<file path="config.mk">
export PLATFORM = sky130hd
export DESIGN_NAME = prefix_tcam_table_core
export DESIGN_NICKNAME = d
export VERILOG_FILES = /design/src/hw/rtl/ptcam_pkg.sv /design/src/hw/rtl/ptcam_ram.sv /design/src/hw/rtl/ptcam_ctrl.sv /design/src/hw/rtl/ptcam_dpath.sv /design/src/hw/rtl/prefix_tcam_table_core.sv
export SDC_FILE = /design/constraint.sdc
export NUM_CORES = 2
export LEC_CHECK = 0
export ABC_AREA = 1
export BUFFER_PORTS_ARGS = -buffer_cell sky130_fd_sc_hd__buf_2
export CAP_MARGIN = 25
export CORE_ASPECT_RATIO = 2
export CORE_UTILIZATION = 40
export DETAILED_ROUTE_END_ITERATION = 10
export SLEW_MARGIN = 20
export SYNTH_ARGS = -nofsm -noshare
export SYNTH_HDL_FRONTEND = slang
export SYNTH_SLANG_ARGS = --single-unit
</file>
<file path="constraint.sdc">
create_clock -name i_clk -period 8.45 [get_ports i_clk]
set_clock_uncertainty 0.1 [all_clocks]
set_input_delay 0 -clock i_clk [delete_from_list [all_inputs] [get_ports i_clk]]
set_output_delay 0 -clock i_clk [all_outputs]
set_load 0.03 [all_outputs]
</file>
<file path="src/hw/rtl/ptcam_pkg.sv">
// Shared types, codes and helpers for the prefix TCAM table.
// No dependencies; every other file but ptcam_ram imports this package.
package ptcam_pkg;

    localparam int DEPTH = 64;
    localparam int WIDTH = 32;
    localparam int AW    = 6;              // row address bits
    localparam int CW    = 7;              // occupied count bits (0..DEPTH)
    localparam int LW    = 6;              // entry length bits
    localparam int RW    = WIDTH + LW;     // stored word: bits then length

    localparam logic [2:0] K_PREFIX     = 3'd0;
    localparam logic [2:0] K_EXACT      = 3'd1;
    localparam logic [2:0] K_OVERWRITE  = 3'd2;
    localparam logic [2:0] K_INSERT     = 3'd3;
    localparam logic [2:0] K_INVALIDATE = 3'd4;
    localparam logic [2:0] K_REMOVE     = 3'd5;
    localparam logic [2:0] K_READ       = 3'd6;

    localparam logic [1:0] ST_OK     = 2'd0;
    localparam logic [1:0] ST_FULL   = 2'd1;
    localparam logic [1:0] ST_WIDE   = 2'd2;
    localparam logic [1:0] ST_BEYOND = 2'd3;

    localparam logic CFG_ROWS  = 1'b0;
    localparam logic CFG_WIDTH = 1'b1;

    typedef struct packed {
        logic [2:0]       kind;
        logic [WIDTH-1:0] key_bits;
        logic [LW-1:0]    key_length;
        logic [AW-1:0]    position;
    } t_in;

    typedef struct packed {
        logic [1:0]       status;
        logic             hit;
        logic [AW-1:0]    match_index;
        logic [WIDTH-1:0] read_bits;
        logic [LW-1:0]    read_length;
    } t_out;

    typedef enum logic [1:0] {RA_ROW, RA_ROW_M1, RA_ROW_P1, RA_POS} t_raddr_sel;
    typedef enum logic [1:0] {RI_ZERO, RI_COUNT, RI_POS} t_row_init;

    typedef struct packed {
        logic       load;
        logic       decode;
        logic       rd_en;
        t_raddr_sel rd_sel;
        logic       shift_wr;
        logic       put;
        logic       row_load;
        t_row_init  row_init;
        logic       row_inc;
        logic       row_dec;
        logic       set_hit;
        logic       capture;
        logic       remove_done;
        logic       publish;
    } t_cmd;

    typedef struct packed {
        logic [2:0] kind;
        logic       wr_err;
        logic       pos_in;
        logic       pos_valid;
        logic       count_zero;
        logic       row_eq_pos;
        logic       row_last;
        logic       match;
        logic       out_free;
    } t_stat;

    function automatic logic [WIDTH-1:0] lead_mask(input logic [LW-1:0] len);
        logic [WIDTH-1:0] ones;
        ones = '1;
        if (len >= LW'(WIDTH)) begin
            return ones;
        end
        return ones & ~(ones >> len);
    endfunction

endpackage

</file>
<file path="src/hw/rtl/ptcam_ram.sv">
// Generic single-write, single-read RAM with registered read data.
// No dependencies.
module ptcam_ram #(
    parameter int W = 38,
    parameter int D = 64
) (
    input  logic                 i_clk,
    input  logic                 i_we,
    input  logic [$clog2(D)-1:0] i_waddr,
    input  logic [W-1:0]         i_wdata,
    input  logic                 i_re,
    input  logic [$clog2(D)-1:0] i_raddr,
    output logic [W-1:0]         o_rdata
);
    logic [W-1:0] r_mem [D];
    logic [W-1:0] r_rdata;

    always_ff @(posedge i_clk) begin
        if (i_we) begin
            r_mem[i_waddr] <= i_wdata;
        end
        if (i_re) begin
            r_rdata <= r_mem[i_raddr];
        end
    end

    assign o_rdata = r_rdata;
endmodule

</file>
<file path="src/hw/rtl/ptcam_ctrl.sv">
// Sequencer for the prefix TCAM table: walks rows for searches and shifts.
// Depends on ptcam_pkg.
module ptcam_ctrl import ptcam_pkg::*; (
    input  logic  i_clk,
    input  logic  i_rst_n,
    input  logic  i_in_valid,
    input  t_stat i_stat,
    output logic  o_in_stall,
    output t_cmd  o_cmd
);
    typedef enum logic [3:0] {
        S_IDLE, S_DEC, S_SRD, S_SCMP, S_IRD, S_IWR, S_WPOS,
        S_RRD, S_RWR, S_READ, S_RCAP, S_FIN
    } t_state;

    t_state r_state, n_state;

    always_comb begin
        n_state = r_state;
        o_cmd   = '0;
        unique case (r_state)
            S_IDLE: begin
                if (i_in_valid) begin
                    o_cmd.load = 1'b1;
                    n_state    = S_DEC;
                end
            end
            S_DEC: begin
                o_cmd.decode = 1'b1;
                n_state      = S_FIN;
                unique case (i_stat.kind)
                    K_PREFIX, K_EXACT: begin
                        if (!i_stat.count_zero) begin
                            o_cmd.row_load = 1'b1;
                            o_cmd.row_init = RI_ZERO;
                            n_state        = S_SRD;
                        end
                    end
                    K_OVERWRITE, K_INSERT: begin
                        if (!i_stat.wr_err) begin
                            if (i_stat.kind == K_INSERT && i_stat.pos_in) begin
                                o_cmd.row_load = 1'b1;
                                o_cmd.row_init = RI_COUNT;
                                n_state        = S_IRD;
                            end else begin
                                n_state = S_WPOS;
                            end
                        end
                    end
                    K_REMOVE: begin
                        if (i_stat.pos_in) begin
                            o_cmd.row_load = 1'b1;
                            o_cmd.row_init = RI_POS;
                            n_state        = S_RRD;
                        end
                    end
                    K_READ: begin
                        if (i_stat.pos_in && i_stat.pos_valid) begin
                            n_state = S_READ;
                        end
                    end
                    default: n_state = S_FIN;
                endcase
            end
            S_SRD: begin
                o_cmd.rd_en  = 1'b1;
                o_cmd.rd_sel = RA_ROW;
                n_state      = S_SCMP;
            end
            S_SCMP: begin
                priority if (i_stat.match) begin
                    o_cmd.set_hit = 1'b1;
                    n_state       = S_FIN;
                end else if (i_stat.row_last) begin
                    n_state = S_FIN;
                end else begin
                    o_cmd.row_inc = 1'b1;
                    n_state       = S_SRD;
                end
            end
            S_IRD: begin
                if (i_stat.row_eq_pos) begin
                    n_state = S_WPOS;
                end else begin
                    o_cmd.rd_en  = 1'b1;
                    o_cmd.rd_sel = RA_ROW_M1;
                    n_state      = S_IWR;
                end
            end
            S_IWR: begin
                o_cmd.shift_wr = 1'b1;
                o_cmd.row_dec  = 1'b1;
                n_state        = S_IRD;
            end
            S_WPOS: begin
                o_cmd.put = 1'b1;
                n_state   = S_FIN;
            end
            S_RRD: begin
                if (i_stat.row_last) begin
                    o_cmd.remove_done = 1'b1;
                    n_state           = S_FIN;
                end else begin
                    o_cmd.rd_en  = 1'b1;
                    o_cmd.rd_sel = RA_ROW_P1;
                    n_state      = S_RWR;
                end
            end
            S_RWR: begin
                o_cmd.shift_wr = 1'b1;
                o_cmd.row_inc  = 1'b1;
                n_state        = S_RRD;
            end
            S_READ: begin
                o_cmd.rd_en  = 1'b1;
                o_cmd.rd_sel = RA_POS;
                n_state      = S_RCAP;
            end
            S_RCAP: begin
                o_cmd.capture = 1'b1;
                n_state       = S_FIN;
            end
            S_FIN: begin
                if (i_stat.out_free) begin
                    o_cmd.publish = 1'b1;
                    n_state       = S_IDLE;
                end
            end
            default: n_state = S_IDLE;
        endcase
    end

    always_ff @(posedge i_clk) begin
        if (!i_rst_n) begin
            r_state <= S_IDLE;
        end else begin
            r_state <= n_state;
        end
    end

    assign o_in_stall = (r_state != S_IDLE);
endmodule

</file>
<file path="src/hw/rtl/ptcam_dpath.sv">
// Datapath of the prefix TCAM table: row RAM, valid bits, count, limits,
// compare logic and result registers. Depends on ptcam_pkg and ptcam_ram.
module ptcam_dpath import ptcam_pkg::*; (
    input  logic          i_clk,
    input  logic          i_rst_n,
    input  t_cmd          i_cmd,
    input  t_in           i_in,
    input  logic          i_cfg_valid,
    input  logic          i_cfg_index,
    input  logic [CW-1:0] i_cfg_data,
    input  logic          i_out_stall,
    output t_stat         o_stat,
    output t_out          o_out,
    output logic          o_out_valid
);
    logic [CW-1:0]    r_rows_cfg, n_rows_cfg;
    logic [LW-1:0]    r_width_cfg, n_width_cfg;
    logic [DEPTH-1:0] r_valid, n_valid;
    logic [CW-1:0]    r_occ, n_occ;
    logic             r_out_valid, n_out_valid;
    t_in              r_op;
    logic [AW-1:0]    r_row;
    t_out             r_res;
    t_out             r_out;

    logic [CW-1:0]    lim, pos_ext;
    logic [LW-1:0]    wlim, slen;
    logic             pos_in, adds;
    logic [1:0]       wstatus;
    logic [RW-1:0]    rdata, wdata;
    logic [WIDTH-1:0] rd_bits, key_stored;
    logic [LW-1:0]    rd_len;
    logic             pm, em;
    logic [AW-1:0]    raddr, waddr;
    logic             we;

    assign lim     = (r_rows_cfg > CW'(DEPTH)) ? CW'(DEPTH) : r_rows_cfg;
    assign wlim    = (r_width_cfg > LW'(WIDTH)) ? LW'(WIDTH) : r_width_cfg;
    assign slen    = (r_op.key_length > LW'(WIDTH)) ? LW'(WIDTH) : r_op.key_length;
    assign pos_ext = {1'b0, r_op.position};
    assign pos_in  = pos_ext < r_occ;
    assign adds    = (r_op.kind == K_INSERT) || !pos_in;

    always_comb begin
        wstatus = ST_OK;
        if (r_op.kind == K_OVERWRITE || r_op.kind == K_INSERT) begin
            priority if (pos_ext >= lim) begin
                wstatus = ST_BEYOND;
            end else if (adds && r_occ >= lim) begin
                wstatus = ST_FULL;
            end else if (r_op.key_length > wlim) begin
                wstatus = ST_WIDE;
            end else begin
                wstatus = ST_OK;
            end
        end
    end

    assign rd_bits    = rdata[RW-1:LW];
    assign rd_len     = rdata[LW-1:0];
    assign key_stored = r_op.key_bits & lead_mask(r_op.key_length);
    assign pm = (rd_len <= slen) &&
                (((r_op.key_bits ^ rd_bits) & lead_mask(rd_len)) == '0);
    assign em = (r_op.key_length <= LW'(WIDTH)) && (rd_len == r_op.key_length) &&
                (key_stored == rd_bits);

    always_comb begin
        unique case (i_cmd.rd_sel)
            RA_ROW:    raddr = r_row;
            RA_ROW_M1: raddr = r_row - AW'(1);
            RA_ROW_P1: raddr = r_row + AW'(1);
            RA_POS:    raddr = r_op.position;
            default:   raddr = r_row;
        endcase
    end

    assign we    = i_cmd.shift_wr || i_cmd.put;
    assign waddr = i_cmd.put ? r_op.position : r_row;
    assign wdata = i_cmd.put ? {key_stored, r_op.key_length} : rdata;

    ptcam_ram #(.W(RW), .D(DEPTH)) u_ram (
        .i_clk   (i_clk),
        .i_we    (we),
        .i_waddr (waddr),
        .i_wdata (wdata),
        .i_re    (i_cmd.rd_en),
        .i_raddr (raddr),
        .o_rdata (rdata)
    );

    always_comb begin
        o_stat.kind       = r_op.kind;
        o_stat.wr_err     = (wstatus != ST_OK);
        o_stat.pos_in     = pos_in;
        o_stat.pos_valid  = r_valid[r_op.position];
        o_stat.count_zero = (r_occ == '0);
        o_stat.row_eq_pos = (r_row == r_op.position);
        o_stat.row_last   = ({1'b0, r_row} + CW'(1)) >= r_occ;
        o_stat.match      = r_valid[r_row] && ((r_op.kind == K_PREFIX) ? pm : em);
        o_stat.out_free   = !r_out_valid || !i_out_stall;
    end

    // Valid bits, count, limits and the output valid flag.
    always_comb begin
        n_valid     = r_valid;
        n_occ       = r_occ;
        n_rows_cfg  = r_rows_cfg;
        n_width_cfg = r_width_cfg;
        n_out_valid = r_out_valid;

        if (i_cfg_valid) begin
            unique case (i_cfg_index)
                CFG_ROWS:  n_rows_cfg  = i_cfg_data;
                CFG_WIDTH: n_width_cfg = i_cfg_data[LW-1:0];
                default:   n_rows_cfg  = r_rows_cfg;
            endcase
        end

        if (i_cmd.decode && pos_in) begin
            if (r_op.kind == K_INVALIDATE) begin
                n_valid[r_op.position] = 1'b0;
            end
            if (r_op.kind == K_INSERT && wstatus == ST_OK) begin
                for (int i = 1; i < DEPTH; i++) begin
                    if (CW'(i) > pos_ext && CW'(i) <= r_occ) begin
                        n_valid[i] = r_valid[i-1];
                    end
                end
            end
            if (r_op.kind == K_REMOVE) begin
                for (int i = 0; i < DEPTH - 1; i++) begin
                    if (CW'(i) >= pos_ext && CW'(i) + CW'(1) < r_occ) begin
                        n_valid[i] = r_valid[i+1];
                    end
                end
                for (int i = 0; i < DEPTH; i++) begin
                    if (CW'(i) + CW'(1) == r_occ) begin
                        n_valid[i] = 1'b0;
                    end
                end
            end
        end

        if (i_cmd.put) begin
            for (int i = 0; i < DEPTH; i++) begin
                if (CW'(i) >= r_occ && CW'(i) < pos_ext) begin
                    n_valid[i] = 1'b0;
                end
            end
            n_valid[r_op.position] = 1'b1;
            if (!pos_in) begin
                n_occ = pos_ext + CW'(1);
            end else if (r_op.kind == K_INSERT) begin
                n_occ = r_occ + CW'(1);
            end
        end

        if (i_cmd.remove_done) begin
            n_occ = r_occ - CW'(1);
        end

        if (i_cmd.publish) begin
            n_out_valid = 1'b1;
        end else if (!i_out_stall) begin
            n_out_valid = 1'b0;
        end
    end

    always_ff @(posedge i_clk) begin
        if (!i_rst_n) begin
            r_valid     <= '0;
            r_occ       <= '0;
            r_rows_cfg  <= CW'(64);
            r_width_cfg <= LW'(32);
            r_out_valid <= 1'b0;
        end else begin
            r_valid     <= n_valid;
            r_occ       <= n_occ;
            r_rows_cfg  <= n_rows_cfg;
            r_width_cfg <= n_width_cfg;
            r_out_valid <= n_out_valid;
        end
    end

    // Operation latch, row pointer and result payload.
    always_ff @(posedge i_clk) begin
        if (i_cmd.load) begin
            r_op  <= i_in;
            r_res <= '0;
        end
        if (i_cmd.decode) begin
            r_res.status <= wstatus;
        end
        if (i_cmd.set_hit) begin
            r_res.hit         <= 1'b1;
            r_res.match_index <= r_row;
        end
        if (i_cmd.capture) begin
            r_res.read_bits   <= rd_bits;
            r_res.read_length <= rd_len;
        end
        if (i_cmd.row_load) begin
            unique case (i_cmd.row_init)
                RI_ZERO:  r_row <= '0;
                RI_COUNT: r_row <= r_occ[AW-1:0];
                RI_POS:   r_row <= r_op.position;
                default:  r_row <= '0;
            endcase
        end else if (i_cmd.row_inc) begin
            r_row <= r_row + AW'(1);
        end else if (i_cmd.row_dec) begin
            r_row <= r_row - AW'(1);
        end
        if (i_cmd.publish) begin
            r_out <= r_res;
        end
    end

    assign o_out       = r_out;
    assign o_out_valid = r_out_valid;
endmodule

</file>
<file path="src/hw/rtl/prefix_tcam_table_core.sv">
// Top level of the prefix TCAM table: sequencer plus datapath.
// Depends on ptcam_pkg, ptcam_ctrl, ptcam_dpath (and ptcam_ram below it).
//
//  channel   direction  handshake              payload
//  -------   ---------  ---------------------  ---------------------------
//  in        sink       i_in_valid/o_in_stall  t_in  (kind, key, length, pos)
//  out       source     o_out_valid/i_out_stall t_out (status, hit, index, read)
//  cfg       sink       i_cfg_valid/o_cfg_ready index 0 rows, 1 width; 7b data
//
// The sequencer takes one item at a time through the row RAM: a search reads each
// row and then compares it; an insert or remove with shift reads each row moved
// and then writes it one place along; a read reads the addressed row and then
// captures it; a write puts the entry at its position.
// Reset is synchronous and clears valid bits and the count and sets the limits
// back to 64 rows and width 32 at once; no clearing pass is needed since row
// contents are only seen through valid. A finished result waits in the output
// register under stall while the next transfer is accepted; the sequencer holds
// in its final state only while that register is occupied and stalled.
module prefix_tcam_table_core import ptcam_pkg::*; (
    input  logic          i_clk,
    input  logic          i_rst_n,
    input  logic          i_in_valid,
    output logic          o_in_stall,
    input  t_in           i_in,
    output logic          o_out_valid,
    input  logic          i_out_stall,
    output t_out          o_out,
    input  logic          i_cfg_valid,
    output logic          o_cfg_ready,
    input  logic          i_cfg_index,
    input  logic [CW-1:0] i_cfg_data
);
    t_cmd  cmd;
    t_stat stat;

    // Hold the sequence of commands for one item at a time.
    ptcam_ctrl u_ctrl (
        .i_clk      (i_clk),
        .i_rst_n    (i_rst_n),
        .i_in_valid (i_in_valid),
        .i_stat     (stat),
        .o_in_stall (o_in_stall),
        .o_cmd      (cmd)
    );

    // Row store, compares and result registers.
    ptcam_dpath u_dpath (
        .i_clk       (i_clk),
        .i_rst_n     (i_rst_n),
        .i_cmd       (cmd),
        .i_in        (i_in),
        .i_cfg_valid (i_cfg_valid),
        .i_cfg_index (i_cfg_index),
        .i_cfg_data  (i_cfg_data),
        .i_out_stall (i_out_stall),
        .o_stat      (stat),
        .o_out       (o_out),
        .o_out_valid (o_out_valid)
    );

    // Configuration writes are taken in any cycle.
    assign o_cfg_ready = 1'b1;
endmodule

</file>
-- After elaboration in Yosys (flattened, before gate mapping)
Memories as Yosys holds them, arrays and structs flattened. A register that Yosys moved wholly into a read port is not among the register bits.
Index checks and enable logic that the tools add are counted.
- register bits after elaboration: 236
- memories kept: 1
- input port bits: 60
- logic and storage cells: 1155
- bits in read-only memories: 0
- output and inout bits: 50
- bits in latches: 0
- memory bits (writable): 2432
- memories (name ; words ; bits a word ; read ports ; clocked after memory_dff ; write ports ; RTL line ; RTL):
    u_dpath.u_ram.r_mem ; 64 ; 38 ; 1 ; 1 ; 1 ; ptcam_ram.sv:15 ; logic [W-1:0] r_mem [D];
- bitwise operators: 9
- mux-type cells: 400
- $mul: 0
- div/mod/pow operators: 0
- equality and inequality tests: 93
- $add $sub $neg: 6
- shifts and indexed selects: 2
- order comparisons: 395
- reductions and logical operators: 228
- operators by type and width (kind ; count):
    two-way mux 1 bit ; 343
    two-way mux 64 bit ; 4
    == test 6 x 7 -> 1 bit (first input constant) ; 32
    greater-or-equal comparator 6 x 7 -> 1 bit (first input constant) ; 32
    less-or-equal comparator 6 x 7 -> 1 bit (first input constant) ; 32
    < comparator 6 x 7 -> 1 bit (first input constant) ; 32
    logical AND 1 bit ; 200
    greater-than comparator 6 bit (first input constant) ; 32
    < comparator 6 bit (first input constant) ; 32
    greater-or-equal comparator 6 bit (first input constant) ; 31
    two-way mux 32 bit ; 4
    == test 5 x 7 -> 1 bit (first input constant) ; 16
    greater-or-equal comparator 5 x 7 -> 1 bit (first input constant) ; 16
    less-or-equal comparator 5 x 7 -> 1 bit (first input constant) ; 16
    < comparator 5 x 7 -> 1 bit (first input constant) ; 16
    greater-or-equal comparator 5 x 6 -> 1 bit (first input constant) ; 16
    greater-than comparator 5 x 6 -> 1 bit (first input constant) ; 16
    < comparator 5 x 6 -> 1 bit (first input constant) ; 16
    two-way mux 38 bit ; 2
    AND 32 bit ; 2
    AND 64 bit ; 1
    inverter 32 bit ; 2
    inverter 64 bit ; 1
    OR 64 bit ; 1
    other kinds (90) ; 238

-- Depth between registers and ports, before layout
- depth in word-level cells: 18
- gate-level depth with buffers: 27
- gate-level depth less buffers: 22

-- Modules after synthesis
From an unflattened synthesis, not the netlist that was laid out.
- cells, all modules: 11390
- area, all modules: 119041.7 sq um
- by module, submodules not included (module ; area an instance (sq um) ; cells each ; sequential area each (sq um) ; times used):
    ptcam_ram ; 98290.5 ; 8047 ; 74171.1 ; 1
    ptcam_dpath ; 20210.6 ; 3237 ; 6105.9 ; 1
    ptcam_ctrl ; 529.3 ; 104 ; 80.1 ; 1
    prefix_tcam_table_core ; 11.3 ; 2 ; 0.0 ; 1

-- Worst setup path before layout
No wires, ideal clock.
- kind: register to register
- start point: reg u_ctrl.r_state[1]
- end point: mem u_dpath.u_ram.r_mem[0][11], data pin
- setup slack: 3.733 ns
- buffers on the path: 3
- cell stages (with the launch flop): 10
- arrival time: 3.915 ns
- library setup time: 0.702 ns
- data required time: 7.648 ns
- clock period less this slack: 4.717 ns
- cell sequence: dfxtp_1 -> inv_1 -> nor2_1 -> inv_1 -> nor2_1 -> inv_1 -> clkbuf_1 -> clkbuf_1 -> clkbuf_1 -> o21ai_0
- longest elaborated chain between the ends: 3
- ends and longest elaborated chain (item ; RTL line ; RTL):
    start: declaration ; ptcam_ctrl.sv:16 ; t_state r_state, n_state;
    start signal: assignment ; ptcam_ctrl.sv:137 ; r_state <= n_state;
    == test 4 x 3 -> 1 bit ; ptcam_ctrl.sv:21 ; unique case (r_state)
    two-way mux 1 bit ; ptcam_ctrl.sv:21 ;
    two-way mux 38 bit ; ptcam_dpath.sv:79 ; assign wdata = i_cmd.put ? {key_stored, r_op.key_length} : rdata;
    named net u_dpath.u_ram.i_wdata[11] ; ptcam_ram.sv:10 ; input logic [W-1:0] i_wdata,
    end: declaration ; ptcam_ram.sv:15 ;
The timed path passes the listed nets, and every way through them passes these cells.

-- Worst setup path after layout
- start point: reg u_dpath.r_row[2]
- end point: reg u_dpath.u_ram.r_rdata[12] (netlist: u_dpath.u_ram.o_rdata[12]) (read register of u_dpath.u_ram.r_mem), data pin
- longest elaborated chain between the ends: 6
- elaborated cells between the ends (all ways): 13
- classes of those cells: add/sub: 3; order compare: 1; eq/ne: 4; mux: 4; reduce/logical: 1
- ends and longest elaborated chain (item ; RTL line ; RTL):
    start: declaration ; ptcam_dpath.sv:22 ; logic [AW-1:0] r_row;
    start signal: assignment ; ptcam_dpath.sv:205 ; RI_COUNT: r_row <= r_occ[AW-1:0];
    start signal: assignment ; ptcam_dpath.sv:206 ; RI_POS: r_row <= r_op.position;
    start signal: assignment ; ptcam_dpath.sv:210 ; r_row <= r_row + AW'(1);
    adder 6 x 1 -> 7 bit ; ptcam_dpath.sv:98 ; o_stat.row_last = ({1'b0, r_row} + CW'(1)) >= r_occ;
    greater-or-equal comparator 7 bit ; ptcam_dpath.sv:98 ;
    two-way mux 3 bit ; ptcam_ctrl.sv:100 ; if (i_stat.row_last) begin
    one-hot mux 3 bit (4 select lines) ; ptcam_ctrl.sv:21 ;
    == test 2 bit, or another cell as far along ; ptcam_dpath.sv:68 ; unique case (i_cmd.rd_sel)
    one-hot mux 6 bit (4 select lines) ; ptcam_dpath.sv:68 ;
    end: declaration ; ptcam_ram.sv:16 ; logic [W-1:0] r_rdata;
Parallel ways exist; a longest one is shown, timed or not.
A chain may end at the register's enable or synchronous reset.

==> impl_results.md <==
- Status: complete, but fails checks
- Failing checks: design-rule violations
- Die Area: 0.324 mm2
- PortBufs: 108
- Post-synthesis sequential area ratio: 62.6%
- Non-filler cells, final: 17,100
- Largest net degree at the start of global routing: 166
- Relative area change from synthesis to final layout: 11.3%
- WL per Instance: 26.3 um
- Max incr delay on CP: 0.79 ns
- Die Span X: 403 um
- Most frequent cells in the layout: 2,791 x nand3_1, 2,616 x edfxtp_1, 2,393 x nand2_1
- Cts hold-fix bufs: 131
- H-tree lvl count: 4
- Slew Limit Headroom: 15.9%
- Crit end category: flop
- Core ar.: 0.320 mm2
- Top FF cell, synth: edfxtp_1
- Vias: 97,400
- Worst skew pair latency: 0.92 ns
- FFs w/ async S/R, synth: 0%
- PwrDens: 362 mW/mm2
- WL final: 450 mm
- Commonest non-fill, non-tap cell in the layout: nand3_1
- Type of the most critical hold path: primary input to flop
- Layout cell share with drive strength beyond 1: 6.96%
- Clock Path Buffers: 4
- Drt pass-1 iters: 9
- Min cycle time layout: 6.00 ns
- First-pass GRT wire length: 646 mm
- Crit path required time: 9.02 ns
- Initial antenna violation count: 11
- Syn Std Cell Area: 0.128 mm2
- CTS tree: built
- Vias in the first global route: 93,600
- Yosys synthesis warning count: 0
- Drt via density: 5.68
- Hold-critical path depth: 5
- Post-CTS repair timing setup buffer count: 0
- Num Clock Sinks: 2,706
- Top cell by count, worst path: nand3_1
- Starting density of the core: 40.1%
- Total Nets Final: 12,900
- Reg2Reg Depth: 23
- Synth area leaders: edfxtp_1 61%, nand3_1 11%, nand2_1 7.0%
- Unrepaired setup endpoints after global routing: false
- Clk Tree Root Cell: clkbuf_16
- Post-synth top area cell: edfxtp_1
- Worst EP arrival: 6.57 ns
- Worst slack, placed: 2.54 ns
- Max-cap violations: 0
- Final Cycle Share: 71.0%
- Crit-path cells: buf_4 > inv_2 > buf_4 > o21ai_0 > nand2_1 > inv_1 > ha_1 > nand2_1 > nor2_1 > nand2_1 > nand3_1 > nand3_4 > inv_4 > nand2_8 > nand2_8 > buf_12 > nand2_1 > nand3_1 > nand3_1 > nand3_1 > nand3_1 > nand3_1 > nand2_1
- Hold Fails Final Rpt: 0
- DR iter-0 viols: 10,100
- Post-Place Cells: 16,600
- EDFF count, synth: 2,616
- Slew Viols, Final: 0
- Cell variety after synth: 56
- Synthesized flop and latch total: 2,706
- Critical Path Fanout Max: 125
- Synth Net Count: 13,000
- Final Instance Area: 0.143 mm2
- Die Y: 803 um
- CP max-delay cell: nand2_8
- Post-CTS sizing: 0
- Least-Margin Pin Slew: 1.26 ns
- RD Place Congestion: 1.05
- Filler cell count: 29,900
- Syn avg cell area: 9.99 um2
- GR Overflow Total: 0
- Leakage Power: 55.8 nW
- Final TNS setup: 0 ns
- FMAX: 167 MHz
- DRT antenna net count: 0
- Gr usage total: 27.1%
- VDD IR max: 0.432 mV
- DRC: 4
- Detailed Place HPWL: 260 mm
- Setup crit start kind: flop
- Clk slew on worst S/H paths: 0.08 ns
- Yosys top cell area share: 61.2%
- # rows: 294
- Dpl cell area: 0.134 mm2
- Mapped Cells: 12,900
- I/O pins: 110
- CTS buffer count: 231
- Final setup viols: 0
- Final worst slack: 2.45 ns
- Crit path kind: flop to flop
==> worst paths after layout <==
path	start	slack (ns)	endpoint
max	u_dpath.r_row[2]	2.45	u_dpath.u_ram.o_rdata[12]
min	i_rst_n	0.06	u_ctrl.r_state[1]
max reg2reg	u_dpath.r_row[2]	2.45	u_dpath.u_ram.o_rdata[12]
min reg2reg	u_dpath.r_res[13]	0.32	u_dpath.o_out[13]
==> worst max-delay path, delay by kind of cell (launching register included) <==
kind	cells	cell delay [ns]
buffers and inverters	6	1.55
and+or+nand+nor	15	3.07
adders and majority gates	1	0.29
AOI/OAI and AO/OA	1	0.16
DFF	1	0.36
==> flip-flops by register name, summed over array words and instances, names as in the netlist, 4 cells and up <==
| register | flops |
|---|---|
| u_ctrl.r_state | 4 |
| u_dpath.o_out | 47 |
| u_dpath.pos_ext | 6 |
| u_dpath.r_occ | 7 |
| u_dpath.r_op | 38 |
| u_dpath.r_res | 47 |
| u_dpath.r_row | 6 |
| u_dpath.r_rows_cfg | 7 |
| u_dpath.r_valid | 64 |
| u_dpath.r_width_cfg | 6 |
| u_dpath.u_ram.o_rdata | 38 |
| u_dpath.u_ram.r_mem | 2432 |
==> metal layers <==
metal	up-vias	routed length (um)	global-route usage (%)
met4	8	32800	17.4
met2	4506	227000	48.1
met5	-	39	0
met3	1394	32000	3.64
li1	43600	-	-
met1	47800	158000	30.5
==> Yosys cell counts, types with 10 or more instances <==
master	n
buf_2	474
clkbuf_1	243
mux2i_1	19
o221ai_1	19
xnor2_1	10
buf_6	13
a31oi_1	16
o211ai_1	48
nor3_1	28
edfxtp_1	2616
nand3b_1	910
o21ai_0	247
nand2_1	2396
ha_1	47
xor2_1	37
o22ai_1	11
inv_1	1816
nand3_1	2791
a211oi_1	10
inv_2	19
or2_2	20
a22oi_1	11
dfxtp_1	90
a21oi_1	275
buf_1	52
buf_4	18
nor2_1	488
nand4_1	60
==> logic make-up (layout without fill, tap and decap cells) <==
group / Yosys count / in the layout / share of synthesized area (%)
other: 1 / 5 / 0.00292
buffers and inverters: 2640 / 2780 / 8.31
adder cells (fa/ha/maj): 47 / 47 / 0.458
XOR/XNOR: 47 / 47 / 0.320
flip-flops: 2706 / 2706 / 62.6
multiplexers: 19 / 19 / 0.148
AND/OR/NAND/NOR: 6711 / 6711 / 25.2
AO/OA/AOI/OAI: 683 / 683 / 2.98
==> layout make-up <==
class	instances	area, um2	area share, %
Clock inverter	121	1250	0.872
Tap cell	4144	5180	3.63
Timing Repair Buffer	533	4700	3.28
Inverter	1840	6930	4.85
Antenna cell	4	10.0	0.00700
Sequential cell	2706	80400	56.2
Clock buffer	286	6110	4.27
Multi-Input combinational cell	7508	38500	26.9
==> power breakdown <==
| part | switching [W] | internal [W] |
|---|---|---|
| Clock | 0.00503 | 0.00580 |
| Combinational | 0.0172 | 0.00581 |
| Sequential | 0.000563 | 0.0173 |
| Total | 0.0228 | 0.0290 |
==> stage by stage <==
stage,util (%),total power [W],hold slack [ns]
6_report,44.7,0.0517,0.0645
5_1_grt,44.7,0.0539,0.0943
4_1_cts,44.7,0.0516,0.00974
3_5_place_dp,42.0,0.0408,0.0781
3_3_place_gp,41.9,0.0407,0.0788
2_1_floorplan,-,0.0322,-0.00113
No activity file was read; power rests on OpenSTA's default activity.
